### config.mk
export PLATFORM = sky130hd
export DESIGN_NAME = wli_divider
export DESIGN_NICKNAME = d
export VERILOG_FILES = /design/src/rtl/wli_pkg.sv /design/src/rtl/wli_divider.sv
export SDC_FILE = /design/constraint.sdc
export NUM_CORES = 1
export LEC_CHECK = 0
export BUFFER_PORTS_ARGS = -buffer_cell sky130_fd_sc_hd__buf_4
export CAP_MARGIN = 40
export CORE_ASPECT_RATIO = 0.6
export CORE_MARGIN = 2
export CORE_UTILIZATION = 45
export DETAILED_ROUTE_END_ITERATION = 10
export SYNTH_ARGS = -nofsm -noshare
export SYNTH_HDL_FRONTEND = slang
export SYNTH_SLANG_ARGS = --single-unit
### constraint.sdc
create_clock -name clock -period 5.9 [get_ports clock]
set_input_delay 0.59 -clock clock [delete_from_list [all_inputs] [get_ports clock]]
set_output_delay 0.59 -clock clock [all_outputs]
set_load 0.05 [all_outputs]
### src/rtl/wli_pkg.sv
`timescale 1ns / 1ps
// ----------------------------------------------------------------------------
// wli_pkg
// shared types and codes for the waypoint linear interpolator
// ----------------------------------------------------------------------------
package wli_pkg;

   localparam logic CMD_LOAD  = 1'b0;
   localparam logic CMD_QUERY = 1'b1;

   typedef enum logic [3:0] {
      ST_IDLE,
      ST_TEND_RD,
      ST_TEND_WT,
      ST_SCAN_RD,
      ST_SCAN_WT,
      ST_SCAN_CMP,
      ST_DIV,
      ST_LERP_RD,
      ST_LERP_WT,
      ST_LERP_MUL,
      ST_LERP_ADD,
      ST_OUT
   } state_type;

   // divider handshake
   typedef struct packed {
      logic start;
   } div_ctrl_type;

   typedef struct packed {
      logic busy;
      logic done;
   } div_stat_type;

endpackage

### src/rtl/wli_divider.sv
`timescale 1ns / 1ps
// ----------------------------------------------------------------------------
// wli_divider
// restoring divider, one quotient bit per cycle
// ----------------------------------------------------------------------------
module wli_divider #(
   parameter int ALPHA_BITS = 16
) (
   input  logic                       clock,
   input  logic                       reset,
   input  wli_pkg::div_ctrl_type      ctrl,
   input  logic [31:0]                numer,
   input  logic [31:0]                denom,
   output wli_pkg::div_stat_type      stat,
   output logic [ALPHA_BITS:0]        quot
);
   localparam int NB = 32 + ALPHA_BITS;
   localparam int CW = $clog2(NB + 1);

   logic [NB-1:0] num_ff, num_in;
   logic [32:0]   rem_ff, rem_in;
   logic [NB-1:0] q_ff, q_in;
   logic [CW-1:0] cnt_ff, cnt_in;
   logic          busy_ff, busy_in, done_ff, done_in;
   logic [31:0]   den_ff, den_in;
   logic [32:0]   trial;

   always_comb begin
      num_in = num_ff; rem_in = rem_ff; q_in = q_ff; cnt_in = cnt_ff;
      busy_in = busy_ff; done_in = 1'b0; den_in = den_ff;
      trial = {rem_ff[31:0], num_ff[NB-1]};
      if (ctrl.start) begin
         num_in = {numer, {ALPHA_BITS{1'b0}}};
         den_in = denom;
         rem_in = '0; q_in = '0; cnt_in = CW'(NB); busy_in = 1'b1;
      end else if (busy_ff) begin
         num_in = {num_ff[NB-2:0], 1'b0};
         if (trial >= {1'b0, den_ff}) begin
            rem_in = trial - {1'b0, den_ff};
            q_in = {q_ff[NB-2:0], 1'b1};
         end else begin
            rem_in = trial;
            q_in = {q_ff[NB-2:0], 1'b0};
         end
         cnt_in = cnt_ff - 1'b1;
         if (cnt_ff == CW'(1)) begin
            busy_in = 1'b0; done_in = 1'b1;
         end
      end
   end

   always_ff @(posedge clock) begin
      if (reset) begin
         busy_ff <= 1'b0; done_ff <= 1'b0; cnt_ff <= '0;
      end else begin
         busy_ff <= busy_in; done_ff <= done_in; cnt_ff <= cnt_in;
      end
      num_ff <= num_in; rem_ff <= rem_in; q_ff <= q_in; den_ff <= den_in;
   end

   // tq - t0 <= t1 - t0 so the quotient never exceeds one
   assign quot = q_ff[ALPHA_BITS:0];
   assign stat.busy = busy_ff;
   assign stat.done = done_ff;

   a_done_pulse: assert property (@(posedge clock) disable iff (reset)
      done_ff |=> !done_ff) else $error("divider done held");
   a_done_end: assert property (@(posedge clock) disable iff (reset)
      done_ff |-> !busy_ff) else $error("divider done while busy");
   a_start_busy: assert property (@(posedge clock) disable iff (reset)
      ctrl.start |=> busy_ff) else $error("divider not busy after start");
endmodule

Word-level counts from Yosys, hierarchy flattened
Index checks and enable logic that the tools add are counted.

storage, ports and cells
  output and inout port bits = 19
  flip-flop bits (word level) = 121
  input port bits = 67
  logic and storage cells = 26

operators by class
  add/sub/neg operators = 2
  bitwise gates (word level) = 1
  equality and inequality tests = 1
  multiplexer cells = 10
  order comparisons = 1
  reduce and logical (&&, ||, !) cells = 3

operators by type and width
  cell                                               number
  2-to-1 mux 48 bit                                  2
  greater-or-equal comparator 33 x 32 -> 1 bit       1
  2-to-1 mux 32 bit                                  1
  subtractor 32 bit                                  1
  2-to-1 mux 6 bit                                   2
  == test 6 x 1 -> 1 bit (second input constant)     1
  subtractor 6 x 1 -> 6 bit (second input constant)  1
  2-to-1 mux 1 bit                                   5
  OR reduction 3 bit                                 1
  nonzero test 2 bit                                 1
  OR reduction 2 bit                                 1
  NOT 1 bit                                          1

Logic depth before layout (Yosys ltp)
Gate-level depths: netlist of the first run.

  depth in word-level cells = 4
  mapped depth = 14
  gate-level depth less buffers = 11

Least setup slack after synthesis of the first run
Ideal clock, no wire load.

  kind = register to register
  from = register den_ff[0]
  to = register rem_ff[26]
  data arrival time = 2.693 ns
  period minus slack after synthesis = 2.797 ns
  path buffers = 0
  library setup time = 0.103 ns
  stages on the path, launching flop included = 11
  path slack = 3.103 ns
  required time = 5.797 ns
  cell sequence = edfxtp_1 -> ha_1 -> fa_1 -> and2b_1 -> o2111ai_1 -> a2111oi_4 -> o311ai_1 -> a21boi_1 -> mux2_1 -> and3_1 -> a2111oi_2

on the way
  longest elaborated chain between the ends = 2
  elaborated cells between the ends (all ways) = 3
  those cells by class = 1 x add/sub; 1 x order compare; 1 x mux

ends and longest elaborated chain
  element                                                                                   RTL line                              text
  start: declaration                                                                        wli_divider.sv:25                     logic [31:0] den_ff, den_in;
  start signal: assignment                                                                  wli_divider.sv:58                     num_ff <= num_in; rem_ff <= rem_in; q_ff <= q_in; den_ff <= den_in;
  subtractor 32 bit / greater-or-equal comparator 33 x 32 -> 1 bit (equally long branches)  wli_divider.sv:39, wli_divider.sv:38
  2-to-1 mux 32 bit *                                                                       wli_divider.sv:38                     if (trial >= {1'b0, den_ff}) begin
  end signal: assignment                                                                    wli_divider.sv:58
  end: declaration                                                                          wli_divider.sv:21                     logic [32:0] rem_ff, rem_in;

Every way passes the cells marked *; elsewhere a longest branch is shown, timed or not.
A chain may end at the register's enable or synchronous reset.

Worst setup path after layout of the first run
Ends and elaborated chain as after synthesis.

==> impl.org, run 1 <==
** Logic synthesis
- In the synthesized netlist, the cells that appear most often are sky130_fd_sc_hd__nor2_1, sky130_fd_sc_hd__edfxtp_1, sky130_fd_sc_hd__dfxtp_1.
- Summed over its instances, the top area cell type makes up 28.49% of the synthesized netlist area.
- Gate count of the mapped netlist :: 662
- Largest area contributor in the synthesized netlist :: sky130_fd_sc_hd__edfxtp_1
- Among all flip-flop cells after synthesis, the most frequent one is sky130_fd_sc_hd__edfxtp_1.
- Number of synthesized flops with an enable pin :: between 60 and 70
- Sequential elements use 45.41% of the synthesized area.
- FF+latch count, synth :: roughly 120
- Yosys instantiated no cell more often than sky130_fd_sc_hd__nor2_1.
- The Yosys step of the flow raised 0 warnings.
- After synthesis the cells add up to 6745 sq um.
- After synthesis, the cell types taking the most area are sky130_fd_sc_hd__edfxtp_1, sky130_fd_sc_hd__dfxtp_1, sky130_fd_sc_hd__ha_1.
- Async SR Flop Fraction :: 0%
- Each instance of the synthesized netlist takes up on average 10.19 sq um.
- Number of unique standard cell types used by synthesis :: 77
- Counting every net in the synthesized netlist gives 764.

** Drt
- Routed length per placed instance :: 15.73 um
- For this run, design rule violations remaining after detail routing come to 0.
- Number of optimization iterations in the first detailed-route pass :: 5
- Number of vias after detailed routing :: ~5100
- Violation count after the first detailed-routing iteration :: 395
- Dividing the detail-routed via count by the number of cells gives about 5.4.
- The detail route stage leaves a number of antenna-violating nets equal to 0.
- Wire length reported by the detailed router :: 14840 um

** Finish
- Synth-to-Final Area Change :: 19.66%
- 0 antenna diodes ended up in the layout.
- Post-layout instance area :: 8071 sq um
- The net count of the finished layout is 834.
- Number of filler instances in the final layout :: about 1300
- Cells with a size suffix above 1 make up a little under a quarter of the layout.

** Placed design
- After detailed placement, the total cell area comes to 7465 sq um.
- Half-perimeter wire length of the detailed placement result :: ~10000 um
- Worst slack at placement :: approximately 2800 ps
- At the end of routability-driven placement, the weighted congestion stood at 0.8791.
- Buffers added on ports :: 85

** Power and ir drop
- The analysis attributes to net switching a power of ~650 uW.
- Clock Power Share :: 43.1%
- Net switching is 26.83% of the power.
- Internal power comes to 1771 uW.
- Worst IR Drop VDD :: 0.1377 mV
- Portion of total power attributed to sequential cells :: between 40% and 50%
- Leakage power summed over all cells :: between 0.003 and 0.004 uW
- Combinational logic is responsible for 16.5% of the overall power.
- Pwr/cell area :: 299.9 nW/um^2

** CTS
- Clock root buffer :: sky130_fd_sc_hd__clkbuf_16
- Post-CTS Setup Inserts :: 0
- Number of levels in the clock H-tree :: 4
- Post-CTS sizing :: 0
- TritonCTS created 17 clock buffers.
- TritonCTS built the clock tree.
- For this design, the CTS-stage hold fixing added 0 buffers.
- Largest buffer count on any clock path :: 2
- At the later pin of the worst-skew pair, clock insertion delay measures 420 ps.
- Clock Sinks :: 121
- Clock-pin slew reported for the worst setup and hold paths after clock tree synthesis :: approximately 60 ps

** Worst setup path
- In this design, the largest share of critical-path delay is due to compound AO/OA/AOI/OAI gates.
- For the worst flop-to-flop path, the logic depth is 10.
- In this run the worst setup path begins at den_ff[0].
- The worst register-to-register path ends at rem_ff[26].
- The setup path with the least slack is of type reg -> reg.
- Startpoint of the worst register-to-register path :: den_ff[0]
- The critical path goes through ha_1 -> fa_1 -> and2b_1 -> o2111ai_1 -> a2111oi_4 -> o311ai_1 -> a21boi_1 -> mux2_1 -> and3_1 -> a2111oi_2.
- Of all nets on the critical path, the largest fanout is 3.
- The most critical setup path has its endpoint at rem_ff[26].
- The critical path contains buffers and inverters numbering 0 combined.
- Data required time of the critical path :: ~6200 ps
- CP arrival :: 3480 ps
- On the critical path, the stage with the largest delay is an instance of sky130_fd_sc_hd__a2111oi_4.
- The worst setup path is captured at a flip-flop.
- Startpoint types :: flip-flop
- Reg2reg setup slack :: 2730 ps
- Number of gates on the worst path with buffers counted :: 10
- On the worst path, the slowest cell contributes a delay of 510 ps.

** STA
- The final critical path takes up between 50% and 60% of the cycle.
- Setup repair after global routing left no endpoint under its margin.
- Static timing analysis puts the maximum clock frequency at 315.2 MHz.
- The final hold violation count was 0.
- For the pin with the worst max-slew slack, the measured transition is 990.5 ps.
- Final number of setup-violating endpoints :: 0
- The clock arrives with 8.980 ps of skew.
- After routing, the total negative slack on setup checks comes to 0 ps.
- After layout, the worst setup slack is 2728 ps.
- Counting I/O delays and the setup requirement, the final critical path takes 3172 ps.
- Headroom to the max-slew limit :: 33.72%
- Number of max-slew violations in the final report :: 0

** Floorplanning
- Die Y :: 98.84 um
- The region available for standard cell placement spans around 15000 sq um.
- Initial Utilization :: 46.36%
- Total I/O pin count :: 86
- After floorplanning, the core was divided into 34 placement rows.
- The die covers between 15000 and 20000 sq um.
- Horizontal die dimension :: ~160 um

** Min path
- The min-delay analysis places its worst path in the category in -> reg.
- Along the worst hold path, the cell count comes to 1.

** Job
- Across the run, the number of max-cap violations was 0.

** Global routing
- The via count of the first global-routing pass is between 4000 and 5000.
- Congestion Overflow GR :: 0
- Initial antenna violation count :: 0
- Pin count of the biggest net entering global routing :: 78
- Overall routing resource usage :: 19.20%
- The first global-routing pass estimated 24490 um of wire.

** Outcome
- Status :: finished clean
[worst register-to-register path: stages (launching register included)]
cell	delay, ps
sky130_fd_sc_hd__edfxtp_1	390
sky130_fd_sc_hd__ha_1	230
sky130_fd_sc_hd__fa_1	410
sky130_fd_sc_hd__and2b_1	230
sky130_fd_sc_hd__o2111ai_1	190
sky130_fd_sc_hd__a2111oi_4	510
sky130_fd_sc_hd__o311ai_1	180
sky130_fd_sc_hd__a21boi_1	190
sky130_fd_sc_hd__mux2_1	350
sky130_fd_sc_hd__and3_1	190
sky130_fd_sc_hd__a2111oi_2	200
[final cells by class]
cell class                 instances  area, sq um  share of cell area, %
clock inverter                     9        71.32                 0.8836
tap                              198        247.7                  3.069
sequential                       121         3064                  37.96
inverter                          40        150.1                  1.860
timing repair buffer              88        680.7                  8.433
clock buffer                      23        535.5                  6.635
multi-input combinational        464         3322                  41.16
[kinds of logic (layout without fill, tap and decap cells)]
kind of cell / count (synthesis) / after routing / synth area share, %
AOI/OAI and AO/OA: 142 / 142 / 14.84
DFF: 121 / 121 / 45.41
buffers and inverters: 77 / 160 / 5.342
muxes: 71 / 71 / 11.15
adders and majority gates: 35 / 35 / 6.604
and+or+nand+nor: 187 / 187 / 12.89
xor gates and xnor gates: 29 / 29 / 3.766
[cells in the final DEF, fill, tap and decap left out, types with 19 or more instances in the layout]
cell type and instances:
sky130_fd_sc_hd__a21oi_1 30, sky130_fd_sc_hd__nor2_1 70, sky130_fd_sc_hd__edfxtp_1 64, sky130_fd_sc_hd__xnor2_1 20, sky130_fd_sc_hd__buf_4 87, sky130_fd_sc_hd__dfxtp_1 56, sky130_fd_sc_hd__a211oi_1 20, sky130_fd_sc_hd__mux2i_1 38
sky130_fd_sc_hd__nand2_1 49, sky130_fd_sc_hd__clkbuf_16 20, sky130_fd_sc_hd__ha_1 34, sky130_fd_sc_hd__mux2_2 32, sky130_fd_sc_hd__inv_1 40, sky130_fd_sc_hd__o21ai_0 19
[power groups by stage]
| stage | clock network, uW | logic [uW] | registers, uW |
|---|---|---|---|
| CTS | 1060 | 396 | 977 |
| global placement | 0 | 382 | 992 |
| finish | 1040 | 400 | 976 |
| detailed placement | 0 | 393 | 994 |
| floorplan | 0 | 291 | 987 |
| global route | 1100 | 440 | 983 |
[layer usage]
layer,routed length (um),vias up,global-route usage [%]
met3,762,14,3.914
met2,5876,127,26.32
met5,0,-,0
met1,8066,2428,30.17
met4,130,0,5.446
li1,-,2545,-
[how the worst min path moves through the flow]
stage               startpoint          to  slack (ps)
floorplan           rem_ff[15]  rem_ff[15]         450
detailed placement  rem_ff[18]  rem_ff[18]         470
CTS                  denom[25]  den_ff[25]         330
global placement    rem_ff[15]  rem_ff[15]         470
global route         denom[25]  den_ff[25]         330
finish               denom[25]  den_ff[25]         340
[registers in the layout (all words and copies together) (netlist names)]
name / cells
den_ff: 32
done_ff: 1
num_ff: 32
q_ff: 17
cnt_ff: 6
rem_ff: 32
busy_ff: 1
[per-stage QoR]
step | utilization [%] | instances | hold slack [ps] | power, uW
2_1_floorplan | - | 662 | 445.1 | 1278
3_3_place_gp | 51.12 | 910 | 473.4 | 1374
3_5_place_dp | 51.31 | 911 | 469.9 | 1387
4_1_cts | 55.48 | 943 | 332.3 | 2436
5_1_grt | 55.48 | 943 | 331.6 | 2525
6_report | 55.48 | 943 | 344.9 | 2420
Note: power is estimated with default switching activity, not from simulation.
==> run 2: changes to the inputs <==
PLACE_DENSITY = 0.67   (was not set)
clock period = 2.6 ns   (was 5.9 ns; I/O delays follow)
==> impl.org, run 2 (synthesis results as in run 1) <==
** Finish
- Largest registers: den_ff (32), num_ff (32), rem_ff (32) (unchanged).
- Number of filler instances in the final layout :: 1185 (was 1311)
- Share of cells above drive strength 1 :: 38.04% (was 22.68%)
- Most frequent cells in the layout :: sky130_fd_sc_hd__buf_4, sky130_fd_sc_hd__nor2_1, sky130_fd_sc_hd__edfxtp_1 (unchanged)
- The final core utilization came to 62.99% (was 55.48%).
- Most common library cell in the layout ignoring fill and taps :: sky130_fd_sc_hd__buf_4 (unchanged)
- The total inserted antenna cells was 0 (unchanged).
- The relative area change from synthesis to final layout was 35.87% (was 19.66%).
- The count of placed standard cells in the final layout, fillers left out came to 1013 (was 943).
- The post-layout net count is 904 (was 834).

** Power and ir drop
- The worst IR drop on VDD came to 0.3857 mV (was 0.1377 mV).
- The static leakage came to 0.003727 uW (was 0.003286 uW).
- The power per cell area is 633.1 nW/um^2 (was 299.9 nW/um^2).
- The total power after layout was 5803 uW (was 2420 uW).

** Worst setup path
- Critical path's top delay family :: compound AO/OA/AOI/OAI gates (unchanged)
- The total buffers and inverters traversed by the critical path is 3 (was 0).
- The worst setup path category is reg -> reg (unchanged).
- Data required time of the critical path :: 2900 ps (was 6200 ps)
- Cell Chain, Critical Path: inv_2 -> ha_4 -> fa_2 -> and2b_2 -> o2111ai_4 -> a2111oi_4 -> buf_4 -> or3_4 -> buf_6 -> a31o_4 -> a21oi_2 -> xor2_1 -> o21ai_1 (was ha_1 -> fa_1 -> and2b_1 -> o2111ai_1 -> a2111oi_4 -> o311ai_1 -> a21boi_1 -> mux2_1 -> and3_1 -> a2111oi_2).
- The peak fanout along the critical path came to 4 (was 3).
- Startpoint types :: flip-flop (unchanged)
- The endpoint arrival time on the critical path came to 3160 ps (was 3480 ps).
- Category of the worst setup path capture point :: flip-flop (unchanged)
- Slowest stage delay, CP :: 440 ps (was 510 ps)
- Slowest cell on crit path :: sky130_fd_sc_hd__or3_4 (was sky130_fd_sc_hd__a2111oi_4)

** CTS
- The clock tree from TritonCTS is yes (unchanged).
- Worst-skew pair later-pin latency :: 410 ps (was 420 ps)
- The clock input transition at the sequential cells of the worst setup and hold paths was 60 ps (about the same).
- The maximum clock path buffer count was 2 (unchanged).
- Number of levels in the clock H-tree :: 4 (unchanged)
- Clock root buffer :: sky130_fd_sc_hd__clkbuf_16 (unchanged)
- The number of buffers created by CTS was 17 (unchanged).
- The hold-fix buffer count after cts came to 0 (unchanged).
- The CTS sink count is 121 (unchanged).

** STA
- Ratio of final minimum period to clock period :: 110.1% (was 53.76%)
- The highest achievable clock rate came to 349.3 MHz (was 315.2 MHz).
- Setup repair after global routing missed its margin: true (was false).
- Worst clock skew on the final layout :: 9.031 ps (was 8.980 ps)
- Hold Violations, Final :: 0 (unchanged)
- The final setup violation count is 22 (was 0).
- Fin worst setup slack :: -262.9 ps (was 2728 ps)
- Headroom to the max-slew limit :: 61.24% (was 33.72%)
- Worst hold-check slack :: 17.80 ps (was 344.9 ps)
- Least-Margin Pin Slew :: 581.5 ps (was 990.5 ps)
- Setup TNS :: -2058 ps (was 0 ps)
- Crit path time final :: 2863 ps (was 3172 ps)
- The number of pins exceeding their max-slew limit in the final report was 0 (unchanged).

** Drt
- Violation count after the first detailed-routing iteration :: 422 (was 395)
- The post-route antenna net violation count is 0 (unchanged).
- The overall via count from detail_route is 5524 (was 5114).
- The met2 wirelength from detailed routing is 7541 um (was 5876 um).
- The first-pass iteration count of the detailed router was 5 (unchanged).
- Wire length reported by the detailed router :: 17310 um (was 14840 um)
- The highest metal layer with signal wires is met4 (unchanged).
- Wire length on met3 :: 1220 um (was 762 um)
- The residual DRC count is 0 (unchanged).
- The detailed-route vias per instance was 5.453 (was 5.423).
- Routed met1 length :: 8418 um (was 8066 um)
- Routed length per placed instance :: 17.09 um (was 15.73 um)

** Global routing
- The overall track demand over capacity in global routing was 21.82% (was 19.20%).
- Pin count of the biggest net entering global routing :: 59 (was 78)
- Via count of the first global-routing pass :: 5422 (was 4811)
- The aggregate global routing overflow was 0 (unchanged).
- Initial antenna violation count :: 0 (unchanged)
- First-pass GRT wire length :: 27630 um (was 24490 um)

** Placed design
- Placed Cells incl. Taps :: 964 (was 911)
- Half-perimeter wire length of the detailed placement result :: 11810 um (was 10470 um)
- The routability-driven placement congestion ratio is 0.9361 (was 0.8791).
- Buffers added on ports :: 85 (unchanged)

** Job
- Number of max-capacitance violations reported :: 0 (unchanged)

** Floorplanning
- The horizontal extent of the die was 162.1 um (unchanged).
- The effective utilization at floorplan is 46.36% (unchanged).
- Row count :: 34 (unchanged)
- Die Y :: 98.84 um (unchanged)
- Die outline area :: 16020 sq um (unchanged)
- The floorplan core area is 14550 sq um (unchanged).
- Total I/O pin count :: 86 (unchanged)

** Min path
- Worst min-delay path category :: in -> reg (unchanged)

** Outcome
- The final reports fail on negative setup slack.
- Status :: complete, but fails checks (was finished clean)
[run 2: final cells by class]
| cell class | count | area (sq um) | area share [%] |
|---|---|---|---|
| sequential | 121 | 3064 | 33.43 |
| clock inverter | 12 | 140.1 | 1.529 |
| timing repair buffer | 158 | 1285 | 14.02 |
| multi-input combinational | 464 | 3831 | 41.80 |
| inverter | 40 | 150.1 | 1.638 |
| tap | 198 | 247.7 | 2.703 |
| clock buffer | 20 | 446.7 | 4.874 |
[run 2: worst register-to-register path: stages, from the launching register on]
cell,delay [ps]
sky130_fd_sc_hd__edfxtp_1,380
sky130_fd_sc_hd__inv_2,90
sky130_fd_sc_hd__ha_4,140
sky130_fd_sc_hd__fa_2,200
sky130_fd_sc_hd__and2b_2,240
sky130_fd_sc_hd__o2111ai_4,230
sky130_fd_sc_hd__a2111oi_4,120
sky130_fd_sc_hd__buf_4,160
sky130_fd_sc_hd__or3_4,440
sky130_fd_sc_hd__buf_6,150
sky130_fd_sc_hd__a31o_4,220
sky130_fd_sc_hd__a21oi_2,120
sky130_fd_sc_hd__xor2_1,170
sky130_fd_sc_hd__o21ai_1,90
[run 2: report_power, final]
| group | total (uW) | switching, uW | internal (uW) | leakage [uW] |
|---|---|---|---|---|
| logic | 1230 | 652 | 583 | 0.00234 |
| registers | 2230 | 64.8 | 2160 | 0.00110 |
| clock network | 2340 | 896 | 1450 | 0.000285 |
[run 2: what timing repair did]
action | 4_1_cts | 5_1_grt
gates resized for setup | 31 | 74
setup endpoints to repair | 29 | 32
gates cloned | 0 | 1
buffers inserted | 1 | 15
pin swaps | 20 | 35
[run 2: metal layers]
layer	vias up	GRT usage [%]
li1	2683	-
met1	2618	32.36
met2	204	32.80
met3	19	5.345
met4	0	3.608
met5	-	0
[run 2: worst paths after layout]
path	slack, ps	startpoint	end	cells past startpoint
min	20	denom[22]	den_ff[22]	1
max reg2reg	-260	num_ff[47]	rem_ff[20]	13
min reg2reg	490	rem_ff[21]	rem_ff[21]	2
max	-260	num_ff[47]	rem_ff[20]	13
[run 2: metrics by stage]
stage	instance area (sq um)	setup slack, ps
floorplan	6754	-60.70
global placement	7914	-248.3
detailed placement	7914	-307.6
CTS	8662	-237.7
global route	9165	-351.0
finish	9165	-262.9
==> run 3: changes to the inputs <==
BUFFER_PORTS_ARGS = -buffer_cell sky130_fd_sc_hd__buf_2   (was -buffer_cell sky130_fd_sc_hd__buf_4)
CTS_CLUSTER_DIAMETER = 50   (was not set)
SETUP_SLACK_MARGIN = 0.15   (was not set)
==> impl.org, run 3 (synthesis results as in run 1) <==
** Outcome
- Status :: complete, but fails checks (unchanged)
- Failing checks :: negative setup slack (unchanged)

** Drt
- The iteration-0 DRC count of the detailed router was 412 (was 422).
- The residual DRC count was 0 (unchanged).
- Routed length per placed instance :: 16.25 um (was 17.09 um)
- The final wirelength was 16320 um (was 17310 um).
- The overall via count from detail_route came to 5481 (was 5524).
- The detailed-route vias per instance is 5.459 (was 5.453).
- Number of optimization iterations in the first detailed-route pass :: 5 (unchanged)
- DRT antenna net count :: 0 (unchanged)

** Power and ir drop
- Final Total Pwr :: 5567 uW (was 5803 uW)
- The static leakage is 0.003547 uW (was 0.003727 uW).
- Worst IR Drop VDD :: 0.3912 mV (was 0.3857 mV)
- Pwr/cell area :: 657.1 nW/um^2 (was 633.1 nW/um^2)

** STA
- The final hold violation count came to 0 (unchanged).
- The final setup violation count was 11 (was 22).
- Worst hold-check slack :: 9.865 ps (was 17.80 ps)
- Fin worst setup slack :: -278.3 ps (was -262.9 ps)
- Max Clock Freq :: 347.4 MHz (was 349.3 MHz)
- Setup repair after global routing missed its margin: true (unchanged).
- The minimum clock period came to 2878 ps (was 2863 ps).
- The tightest slew margin relative to the limit is 56.52% (was 61.24%).
- Number of max-slew violations in the final report :: 0 (unchanged)
- The total negative slack is -1248 ps (was -2058 ps).
- The share of the clock period used by the worst path after layout came to 110.7% (was 110.1%).
- Least-Margin Pin Slew :: 652.2 ps (was 581.5 ps)
- The worst clock skew on the final layout came to 13.49 ps (was 9.031 ps).

** Worst setup path
- The cell type of the slowest stage on the worst timing path is sky130_fd_sc_hd__edfxtp_1 (was sky130_fd_sc_hd__or3_4).
- CP arrival :: 3210 ps (was 3160 ps)
- Cell Chain, Critical Path: ha_2 -> fa_2 -> and2b_1 -> o2111ai_2 -> a2111oi_4 -> o311ai_1 -> a21boi_1 -> mux2_4 -> and3_4 -> a2111oi_2 (was inv_2 -> ha_4 -> fa_2 -> and2b_2 -> o2111ai_4 -> a2111oi_4 -> buf_4 -> or3_4 -> buf_6 -> a31o_4 -> a21oi_2 -> xor2_1 -> o21ai_1).
- The worst setup path category is reg -> reg (unchanged).
- The peak fanout along the critical path came to 2 (was 4).
- The kind of end point of the critical path was a flip-flop (unchanged).
- The startpoint type of the worst setup path is a flip-flop (unchanged).
- The maximum cell stage delay along the critical path was 380 ps (was 440 ps).
- Critical path's top delay family :: compound AO/OA/AOI/OAI gates (unchanged)
- The total buffers and inverters traversed by the critical path came to 0 (was 3).
- Data required time of the critical path :: 2930 ps (was 2900 ps)
- Reg2Reg Depth :: 10 (was 13)
- The cell depth of the worst setup path came to 10 (was 13).

** CTS
- The H-tree depth reported by CTS came to 4 (unchanged).
- The CTS sink count came to 121 (unchanged).
- TritonCTS clock tree :: yes (unchanged)
- The clock insertion delay at the later pin of the skew report was 430 ps (was 410 ps).
- The maximum clock path buffer count came to 2 (unchanged).
- Clock-pin slew reported for the worst setup and hold paths after clock tree synthesis :: 60 ps (about the same)
- The number of buffers created by CTS was 17 (unchanged).
- Clock root buffer :: sky130_fd_sc_hd__clkbuf_16 (unchanged)

** Placed design
- The count of input and output buffers is 85 (unchanged).
- The standard cell area after detailed placement is 7637 sq um (was 7914 sq um).
- The HPWL reported at the end of detailed placement is 11520 um (was 11810 um).
- Placer Congestion :: 0.9339 (was 0.9361)

** Global routing
- First-pass GRT wire length :: 26110 um (was 27630 um)
- Initial antenna violation count :: 0 (unchanged)
- Pin count of the biggest net entering global routing :: 65 (was 59)
- Congestion Overflow GR :: 0 (unchanged)
- Overall routing resource usage :: 20.67% (was 21.82%)
- The via count of the first global-routing pass was 5253 (was 5422).

** Finish
- Final nets :: 895 (was 904)
- Most common library cell in the layout ignoring fill and taps :: sky130_fd_sc_hd__buf_2 (was sky130_fd_sc_hd__buf_4)
- The total inserted antenna cells came to 0 (unchanged).
- Most frequent cells in the layout :: sky130_fd_sc_hd__buf_2, sky130_fd_sc_hd__nor2_1, sky130_fd_sc_hd__edfxtp_1 (was sky130_fd_sc_hd__buf_4, sky130_fd_sc_hd__nor2_1, sky130_fd_sc_hd__edfxtp_1)
- Largest registers :: den_ff (32), num_ff (32), rem_ff (32) (unchanged)
- Share of cells above drive strength 1 :: 31.02% (was 38.04%)
- Synth-to-Final Area Change :: 25.62% (was 35.87%)
- Number of filler instances in the final layout :: 1282 (was 1185)
- Post-layout instance area :: 8473 sq um (was 9165 sq um)
- The final core utilization was 58.24% (was 62.99%).

** Floorplanning
- The I/O pin count is 86 (unchanged).
- The horizontal extent of the die is 162.1 um (unchanged).
- The floorplan core area was 14550 sq um (unchanged).
- The vertical die dimension came to 98.84 um (unchanged).
- Die outline area :: 16020 sq um (unchanged)
- Row count :: 34 (unchanged)
- Initial Utilization :: 46.36% (unchanged)

** Min path
- Hold Path Cell Cnt :: 1 (unchanged)
- Worst min-delay path category :: in -> reg (unchanged)

** Job
- The number of maximum-capacitance constraint violations was 0 (unchanged).
==> run 3: worst paths after layout <==
path               from          to  slack (ps)
max           den_ff[0]  rem_ff[26]        -280
min            denom[6]   den_ff[6]          10
max reg2reg   den_ff[0]  rem_ff[26]        -280
min reg2reg  rem_ff[21]  rem_ff[21]         470
==> run 3: timing repair <==
item / CTS / global route
endpoints found under the hold margin: 9 / 0
pin swaps: 4 / 5
resized for setup: 14 / 19
setup buffers: 2 / 2
setup endpoints to repair: 32 / 33
hold buffers: 9 / 0
==> run 3: power by group <==
group | switching (uW) | total [uW] | internal (uW) | leakage (uW)
clock network | 967 | 2300 | 1330 | 0.000263
logic | 580 | 1050 | 474 | 0.00218
registers | 58.3 | 2220 | 2160 | 0.00110
==> run 3: layer usage <==
metal  vias to the layer above  GRT usage [%]  wire length, um
met5                         -              0                0
met4                         0          7.760              259
met3                        25          4.293             1155
met2                       211          29.79             6795
met1                      2575          30.53             8109
li1                       2670              -                -
==> run 3: per-stage QoR <==
stage / cells / setup slack [ps]
floorplan: 662 / -40.86
global placement: 959 / -128.2
detailed placement: 959 / -220.1
CTS: 1002 / -224.4
global route: 1004 / -385.4
finish: 1004 / -278.3
==> run 3: cell type report <==
type | count | area, sq um | area share, %
Multi-Input combinational cell | 464 | 3487 | 41.15
Timing Repair Buffer | 149 | 955.9 | 11.28
Inverter | 40 | 150.1 | 1.772
Tap cell | 198 | 247.7 | 2.924
Clock buffer | 17 | 425.4 | 5.021
Clock inverter | 15 | 142.6 | 1.683
Sequential cell | 121 | 3064 | 36.16
==> run 3: worst reg2reg max path, stage by stage (launching register included) <==
cell and delay [ps]:
sky130_fd_sc_hd__edfxtp_1 380, sky130_fd_sc_hd__ha_2 210, sky130_fd_sc_hd__fa_2 340, sky130_fd_sc_hd__and2b_1 230
sky130_fd_sc_hd__o2111ai_2 150, sky130_fd_sc_hd__a2111oi_4 390, sky130_fd_sc_hd__o311ai_1 140, sky130_fd_sc_hd__a21boi_1 270
sky130_fd_sc_hd__mux2_4 330, sky130_fd_sc_hd__and3_4 180, sky130_fd_sc_hd__a2111oi_2 180
